$ cat config.mk
export PLATFORM = sky130hd
export DESIGN_NAME = sorted_insert_sequence_store_core
export DESIGN_NICKNAME = d
export VERILOG_FILES = /design/src/sv/sis_pkg.sv /design/src/sv/sis_cell.sv /design/src/sv/sorted_insert_sequence_store_core.sv
export SDC_FILE = /design/constraint.sdc
export NUM_CORES = 2
export LEC_CHECK = 0
export ABC_AREA = 1
export BUFFER_PORTS_ARGS = -buffer_cell sky130_fd_sc_hd__buf_4
export CAP_MARGIN = 20
export CORE_MARGIN = 2
export CORE_UTILIZATION = 45
export DETAILED_ROUTE_END_ITERATION = 16
export GPL_TIMING_DRIVEN = 1
export PLACE_DENSITY = 0.72
export SYNTH_ARGS = -nofsm -noshare
export SYNTH_HDL_FRONTEND = slang
export SYNTH_SLANG_ARGS = --single-unit
$ cat constraint.sdc
create_clock -name clock -period 6.65 [get_ports clock]
set_clock_uncertainty 0.1 [all_clocks]
set_input_delay 1.33 -clock clock [delete_from_list [all_inputs] [get_ports clock]]
set_output_delay 1.33 -clock clock [all_outputs]
set_load 0.02 [all_outputs]
$ cat src/sv/sis_pkg.sv
package sis_pkg;

   localparam int DATA_W       = 32;
   localparam int MODE_W       = 3;
   localparam int CAPACITY_DEF = 16;

   localparam logic [MODE_W-1:0] MODE_APPEND = 3'd0;
   localparam logic [MODE_W-1:0] MODE_HEAD   = 3'd1;
   localparam logic [MODE_W-1:0] MODE_SORTED = 3'd2;
   localparam logic [MODE_W-1:0] MODE_CLEAR  = 3'd3;
   localparam logic [MODE_W-1:0] MODE_READ   = 3'd4;

   typedef enum logic [1:0] {
      CELL_HOLD,
      CELL_INSERT,
      CELL_CLEAR,
      CELL_ROTATE
   } cell_op_type;

   typedef enum logic [1:0] {
      INS_TAIL,
      INS_HEAD,
      INS_SORTED
   } ins_kind_type;

   typedef struct packed {
      cell_op_type               op;
      ins_kind_type              kind;
      logic signed [DATA_W-1:0]  value;
      logic signed [DATA_W-1:0]  head;
   } cell_cmd_type;

endpackage

$ cat src/sv/sis_cell.sv
module sis_cell (
   input  logic                              clock,
   input  logic                              reset,
   input  sis_pkg::cell_cmd_type             cmd,
   input  logic                              after_left,
   input  logic                              occ_left,
   input  logic signed [sis_pkg::DATA_W-1:0] data_left,
   input  logic                              occ_right,
   input  logic signed [sis_pkg::DATA_W-1:0] data_right,
   output logic                              after,
   output logic                              occ,
   output logic signed [sis_pkg::DATA_W-1:0] data
);

   logic signed [sis_pkg::DATA_W-1:0] data_ff;
   logic signed [sis_pkg::DATA_W-1:0] data_in;
   logic                              occ_ff;
   logic                              occ_in;
   logic                              less;
   logic                              stop;

   assign less = data_ff < cmd.value;

   // insert point: first cell where this one stops the search
   always_comb begin
      unique case (cmd.kind)
         sis_pkg::INS_TAIL:   stop = !occ_ff;
         sis_pkg::INS_HEAD:   stop = 1'b1;
         sis_pkg::INS_SORTED: stop = !occ_ff || !less;
         default:             stop = 1'b1;
      endcase
   end

   assign after = after_left | stop;

   always_comb begin
      data_in = data_ff;
      occ_in  = occ_ff;
      unique case (cmd.op)
         sis_pkg::CELL_INSERT: begin
            if (after && !after_left) begin
               data_in = cmd.value;
            end else if (after_left) begin
               data_in = data_left;
            end
            occ_in = occ_ff | occ_left;
         end
         sis_pkg::CELL_CLEAR: begin
            occ_in = 1'b0;
         end
         sis_pkg::CELL_ROTATE: begin
            // occupied region turns by one, tail picks up the old head
            if (occ_right) begin
               data_in = data_right;
            end else if (occ_ff) begin
               data_in = cmd.head;
            end
         end
         sis_pkg::CELL_HOLD: begin
         end
         default: begin
         end
      endcase
   end

   always_ff @(posedge clock) begin
      if (reset) begin
         occ_ff <= 1'b0;
      end else begin
         occ_ff <= occ_in;
      end
   end

   always_ff @(posedge clock) begin
      data_ff <= data_in;
   end

   assign occ  = occ_ff;
   assign data = data_ff;

endmodule

$ cat src/sv/sorted_insert_sequence_store_core.sv
// latency: append, head insert, sorted insert, clear and unknown modes give one result
//   on the cycle after start is taken; busy stays low, so one command per cycle
// read out: an empty store answers on the next cycle; otherwise busy is high from the cycle after start
//   while the stored elements are rotated out, and each element follows in the next cycle, one per cycle
// reset: count and occupancy cleared, element contents undefined until written
// the receiver cannot stall: each result strobe lasts exactly one cycle
module sorted_insert_sequence_store_core #(
   parameter int CAPACITY = sis_pkg::CAPACITY_DEF,
   localparam int CNT_W   = $clog2(CAPACITY + 1)
) (
   input  logic                                clock,
   input  logic                                reset,
   input  logic                                start,
   output logic                                busy,
   input  logic [sis_pkg::MODE_W-1:0]          req_mode,
   input  logic signed [sis_pkg::DATA_W-1:0]   req_value,
   output logic                                rsp_strobe,
   output logic signed [sis_pkg::DATA_W-1:0]   rsp_element,
   output logic                                rsp_element_valid,
   output logic [CNT_W-1:0]                    rsp_count,
   output logic                                rsp_status,
   output logic                                rsp_last
);

   typedef enum logic {
      ST_IDLE,
      ST_READ
   } state_type;

   state_type                         state_ff;
   logic [CNT_W-1:0]                  count_ff;
   logic [CNT_W-1:0]                  rd_left_ff;
   logic                              rsp_strobe_ff;
   logic signed [sis_pkg::DATA_W-1:0] rsp_element_ff;
   logic                              rsp_element_valid_ff;
   logic [CNT_W-1:0]                  rsp_count_ff;
   logic                              rsp_status_ff;
   logic                              rsp_last_ff;

   sis_pkg::cell_cmd_type             cmd;
   logic                              accept;
   logic                              full;

   logic [CAPACITY:0]                 after_c;
   logic [CAPACITY:0]                 occ_c;
   logic signed [sis_pkg::DATA_W-1:0] data_c [CAPACITY+1];
   logic [CAPACITY-1:0]               occ_v;

   assign busy   = (state_ff == ST_READ);
   assign accept = start && !busy;
   assign full   = (count_ff == CNT_W'(CAPACITY));

   always_comb begin
      cmd.op    = sis_pkg::CELL_HOLD;
      cmd.kind  = sis_pkg::INS_TAIL;
      cmd.value = req_value;
      cmd.head  = data_c[0];
      if (state_ff == ST_READ) begin
         cmd.op = sis_pkg::CELL_ROTATE;
      end else if (accept) begin
         unique case (req_mode)
            sis_pkg::MODE_APPEND: begin
               cmd.op   = full ? sis_pkg::CELL_HOLD : sis_pkg::CELL_INSERT;
               cmd.kind = sis_pkg::INS_TAIL;
            end
            sis_pkg::MODE_HEAD: begin
               cmd.op   = full ? sis_pkg::CELL_HOLD : sis_pkg::CELL_INSERT;
               cmd.kind = sis_pkg::INS_HEAD;
            end
            sis_pkg::MODE_SORTED: begin
               cmd.op   = full ? sis_pkg::CELL_HOLD : sis_pkg::CELL_INSERT;
               cmd.kind = sis_pkg::INS_SORTED;
            end
            sis_pkg::MODE_CLEAR: cmd.op = sis_pkg::CELL_CLEAR;
            default:             cmd.op = sis_pkg::CELL_HOLD;
         endcase
      end
   end

   // cell chain: index 0 is the head; the extra slot closes the right end
   assign after_c[0] = 1'b0;
   assign occ_c[CAPACITY] = 1'b0;
   assign data_c[CAPACITY] = '0;

   for (genvar i = 0; i < CAPACITY; i++) begin : g_cell
      logic                              occ_l;
      logic signed [sis_pkg::DATA_W-1:0] data_l;
      if (i == 0) begin : g_head
         assign occ_l  = 1'b1;
         assign data_l = '0;
      end else begin : g_body
         assign occ_l  = occ_c[i-1];
         assign data_l = data_c[i-1];
      end
      sis_cell u_cell (
         .clock      (clock),
         .reset      (reset),
         .cmd        (cmd),
         .after_left (after_c[i]),
         .occ_left   (occ_l),
         .data_left  (data_l),
         .occ_right  (occ_c[i+1]),
         .data_right (data_c[i+1]),
         .after      (after_c[i+1]),
         .occ        (occ_c[i]),
         .data       (data_c[i])
      );
   end

   assign occ_v = occ_c[CAPACITY-1:0];

   always_ff @(posedge clock) begin
      if (reset) begin
         state_ff      <= ST_IDLE;
         count_ff      <= '0;
         rd_left_ff    <= '0;
         rsp_strobe_ff <= 1'b0;
      end else begin
         rsp_strobe_ff <= 1'b0;
         unique case (state_ff)
            ST_IDLE: begin
               if (accept) begin
                  rsp_strobe_ff        <= 1'b1;
                  rsp_element_ff       <= '0;
                  rsp_element_valid_ff <= 1'b0;
                  rsp_status_ff        <= 1'b0;
                  rsp_last_ff          <= 1'b1;
                  rsp_count_ff         <= count_ff;
                  unique case (req_mode)
                     sis_pkg::MODE_APPEND, sis_pkg::MODE_HEAD, sis_pkg::MODE_SORTED: begin
                        if (full) begin
                           rsp_status_ff <= 1'b1;
                        end else begin
                           count_ff     <= count_ff + 1'b1;
                           rsp_count_ff <= count_ff + 1'b1;
                        end
                     end
                     sis_pkg::MODE_CLEAR: begin
                        count_ff     <= '0;
                        rsp_count_ff <= '0;
                     end
                     sis_pkg::MODE_READ: begin
                        if (count_ff != '0) begin
                           // no result yet; the first element is registered in ST_READ
                           rsp_strobe_ff <= 1'b0;
                           rd_left_ff    <= count_ff;
                           state_ff      <= ST_READ;
                        end
                     end
                     default: begin
                     end
                  endcase
               end
            end
            ST_READ: begin
               rsp_strobe_ff        <= 1'b1;
               rsp_element_ff       <= data_c[0];
               rsp_element_valid_ff <= 1'b1;
               rsp_count_ff         <= count_ff;
               rsp_status_ff        <= 1'b0;
               rsp_last_ff          <= (rd_left_ff == CNT_W'(1));
               rd_left_ff           <= rd_left_ff - 1'b1;
               if (rd_left_ff == CNT_W'(1)) begin
                  state_ff <= ST_IDLE;
               end
            end
            default: state_ff <= ST_IDLE;
         endcase
      end
   end

   assign rsp_strobe        = rsp_strobe_ff;
   assign rsp_element       = rsp_element_ff;
   assign rsp_element_valid = rsp_element_valid_ff;
   assign rsp_count         = rsp_count_ff;
   assign rsp_status        = rsp_status_ff;
   assign rsp_last          = rsp_last_ff;

   a_count_bound: assert property (@(posedge clock) disable iff (reset)
      count_ff <= CNT_W'(CAPACITY))
      else $error("stored count above capacity");

   a_occ_matches_count: assert property (@(posedge clock) disable iff (reset)
      $countones(occ_v) == int'(count_ff))
      else $error("cell occupancy disagrees with stored count");

   a_stream_unbroken: assert property (@(posedge clock) disable iff (reset)
      rsp_strobe && !rsp_last |=> rsp_strobe)
      else $error("read out stream broken before last element");

   a_read_leaves_count: assert property (@(posedge clock) disable iff (reset)
      state_ff == ST_READ |=> $stable(count_ff))
      else $error("count changed during read out");

endmodule

==> results.toml <==
[status]
status = "finished, final reports clean"

[power_and_ir_drop]
seqPwrFrac = 0.461
irDropWorstVdd_mv = 0.1696
p_int_mw = 6.844
p_leak_nw = 20.49
combPwrFrac = 0.149
clkPwrFrac = 0.390
powerDensity_mw_per_mm2 = 199.7
switching_share = 0.2870
netSwitchingPower_mw = 2.755

[setup_path]
worst_path_most_repeated_cell = "nand2_1"
crit_required_ns = 6.89
worstPathCellList = "buf_4 > inv_1 > ha_1 > nand2_1 > o21ai_0 > nand2_1 > nand2_1 > a21oi_1 > nand3_1 > nand3_1 > nand2_1 > nor2_2 > nand4_1 > nor2_2 > inv_1 > nor2_1 > nand2_2 > buf_12 > nand2_1 > o21ai_0 > nand2_1 > o21ai_0"
crit_family = "simple AND/OR/NAND/NOR gates"
cpPeakStageDelay_ns = 0.61
endpoint_kind = "register"
crit_arrival_ns = 5.48
cp_slowest_cell = "inv_1"
startpoint_type = "primary input"
critPathBufInv = 4
crit_fanout = 35
path_class = "in -> reg"

[placed_design]
hpwlAfterDp_um = 103200
pre_cts_ws_ns = 0.8304
place.gp.congestion = 0.9279
portBuffers = 79

[cts]
clock_latency_ns = 0.66
cts_root_buffer = "clkbuf_16"
cts_made_buffers = 70
hold_buffers = 0
cts_max_level = 3
clk_pin_slew_ns = 0.06
postCtsSetupRepairBufs = 0
cts_tree = "done"
cts.sinks = 580
clock_path_buffers = 3
ctsResizeCount = 0

[timing]
min_period_over_period = 0.7888
relSlewSlack = 0.2128
fmax_ghz = 0.1906
tightest_slew_ns = 1.177
period_needed_ns = 5.246
postLayoutSetupSlackWorst_ns = 1.404
rsz0062_at_grt = "false"
hold_viol = 0
drv_slew = 0
tns_ns = 0
finalSetupViolCount = 0

[cells_and_area]
fin_nets = 6042
nFillCells = 9018
drive_gt1_frac = 0.06283
num_antenna_cells = 0
syn_to_final_growth_pct = 9.123

[floorplanning]
start_util = 0.4547
rows = 114
die_w_um = 316.8
io_pins = 80
die_h_um = 316.8
core_area_mm2 = 0.09685
die_area_mm2 = 0.1004

[logic_synthesis]
ys_warn_count = 0
syn-num-nets = 6163
ys_seq_elements = 580
ys.flop_type = "edfxtp_1"
synth_enable_flop_cells = 552
avgSynthCellArea_um2 = 7.833
syn_inst = 5622
synth.distinct_cells = 47
netlist_area_mm2 = 0.04404
postSynth.asyncResetShare = 0
ys_seq_area_frac = 0.3891

[routing]
vias_per_cell = 6.104
dr.first_iter.drc_count = 6059
wirelength_um = 142900
wl_per_cell_um = 20.93
ant_nets = 0
drt_first_pass_iters = 6
vias = 41699
drc = 0

[grt]
grt_start_max_net_pins = 252
grtUsageTotal = 0.2773
antenna_found_initial = 0
top_usage_layer = "met2"
use_met1 = 0.4043
use_met2 = 0.4127
overflow = 0
grt.met3_usage = 0.03985
grt_pass1_wl_um = 218600
grt_pass1_vias = 37585

[min_path]
hold_class = "reg -> reg"

[run]
cap_viol_max_count = 0
-- final cells by class --
cell class,instances,area (um^2),share of cell area
multi-input cells,4282,24110,0.5017
repair buffers,203,1682,0.03499
well taps,1276,1597,0.03322
flip-flops and latches,580,17140,0.3567
clock buffers,99,1986,0.04132
inverters,364,1374,0.02859
clock inverters,27,167.7,0.003489
-- power by group through the flow --
| stage | sequential [mW] | clock, mW | combinational, mW |
|---|---|---|---|
| after floorplan | 4.43 | 0 | 0.921 |
| after global placement | 4.49 | 0 | 1.34 |
| after detailed placement | 4.49 | 0 | 1.40 |
| after CTS | 4.42 | 3.78 | 1.41 |
| after global routing | 4.44 | 3.91 | 1.61 |
| final | 4.43 | 3.75 | 1.43 |
-- through the flow --
| stage | hold WS, ns | cells | power [mW] | utilization | cell area (um^2) |
|---|---|---|---|---|---|
| after detailed placement | 0.3774 | 6701 | 5.890 | 0.4730 | 45810 |
| after global placement | 0.3682 | 6699 | 5.830 | 0.4727 | 45780 |
| after CTS | 0.3895 | 6827 | 9.599 | 0.4952 | 47960 |
| final | 0.3888 | 6831 | 9.599 | 0.4962 | 48060 |
| after floorplan | 0.3506 | 5622 | 5.350 | - | 44040 |
| after global routing | 0.4227 | 6831 | 9.954 | 0.4962 | 48060 |
-- synthesized netlist by cell type, types with 10 or more instances --
| cell type | number | area share |
|---|---|---|
| o21ai_1 | 116 | 0.013 |
| buf_1 | 45 | 0.0038 |
| nand3_1 | 271 | 0.031 |
| a21oi_1 | 856 | 0.097 |
| nor2_1 | 342 | 0.029 |
| nor4_1 | 12 | 0.0017 |
| clkbuf_1 | 310 | 0.026 |
| nand4_1 | 39 | 0.0055 |
| o211ai_1 | 14 | 0.0024 |
| edfxtp_1 | 552 | 0.38 |
| dfxtp_1 | 28 | 0.013 |
| a211oi_1 | 11 | 0.0019 |
| o21a_1 | 17 | 0.0029 |
| inv_2 | 12 | 0.0010 |
| nor3_1 | 33 | 0.0038 |
| buf_2 | 34 | 0.0039 |
| inv_1 | 351 | 0.030 |
| nand2_1 | 977 | 0.083 |
| ha_1 | 503 | 0.14 |
| o21ai_0 | 1022 | 0.12 |
| a21o_1 | 10 | 0.0017 |
-- final timing paths --
path	start	endpoint	slack (ns)	cells after the start
setup / recovery	req_value[26]	g_cell[7].u_cell.data[1]	1.40	22
hold / removal	rd_left_ff[4]	rd_left_ff[4]	0.39	2
setup reg to reg	busy	g_cell[13].u_cell.data[31]	1.85	16
hold reg to reg	rd_left_ff[4]	rd_left_ff[4]	0.39	2
-- worst min-delay path: stages (launching register included) --
cell and delay, ns:
dfxtp_1 0.32, nand2_1 0.06, a21oi_1 0.05
-- cells by family (layout without fill, tap and decap cells) --
| logic type | count (synthesis) | count (layout) | synth area share |
|---|---|---|---|
| AOI/OAI and AO/OA | 2083 | 2083 | 0.2422 |
| DFF | 580 | 580 | 0.3891 |
| buffers and inverters | 760 | 693 | 0.06668 |
| adders and majority gates | 503 | 503 | 0.1429 |
| xor gates and xnor gates | 3 | 3 | 0.0005967 |
| and+or+nand+nor | 1693 | 1693 | 0.1585 |
-- cell usage in the layout, fill, tap and decap left out, types with 10 or more instances in the layout --
cell type / Yosys / final
a21o_1: 10 / 10
a21oi_1: 856 / 852
nand2_1: 977 / 976
o21ai_1: 116 / 115
buf_4: 3 / 191
nand4_1: 39 / 39
nand3_1: 271 / 270
nor4_1: 12 / 12
clkinv_1: 1 / 16
edfxtp_1: 552 / 552
dfxtp_1: 28 / 25
ha_1: 503 / 502
nor3_1: 33 / 33
clkbuf_1: 310 / 21
inv_1: 351 / 341
o211ai_1: 14 / 14
o21a_1: 17 / 17
nor2_1: 342 / 340
clkbuf_16: 0 / 74
inv_2: 12 / 18
clkinv_2: 0 / 10
o21ai_0: 1022 / 1022
-- flip-flops by register name, summed over array words and instances (netlist names), 5 cells and up --
name and cells:
count_ff 5, g_cell.u_cell.data 512, g_cell.u_cell.occ 16, rd_left_ff 5, rsp_count 5, rsp_element 32
-- metal layers --
metal / up-vias / share of wire / wire [um]
met1: 19358 / 0.42 / 60300
met3: 281 / 0.11 / 15880
met5: - / 0 / 0
met2: 2343 / 0.43 / 61300
met4: 0 / 0.038 / 5463
li1: 19717 / - / -
Power figures use the tool's default switching activity.
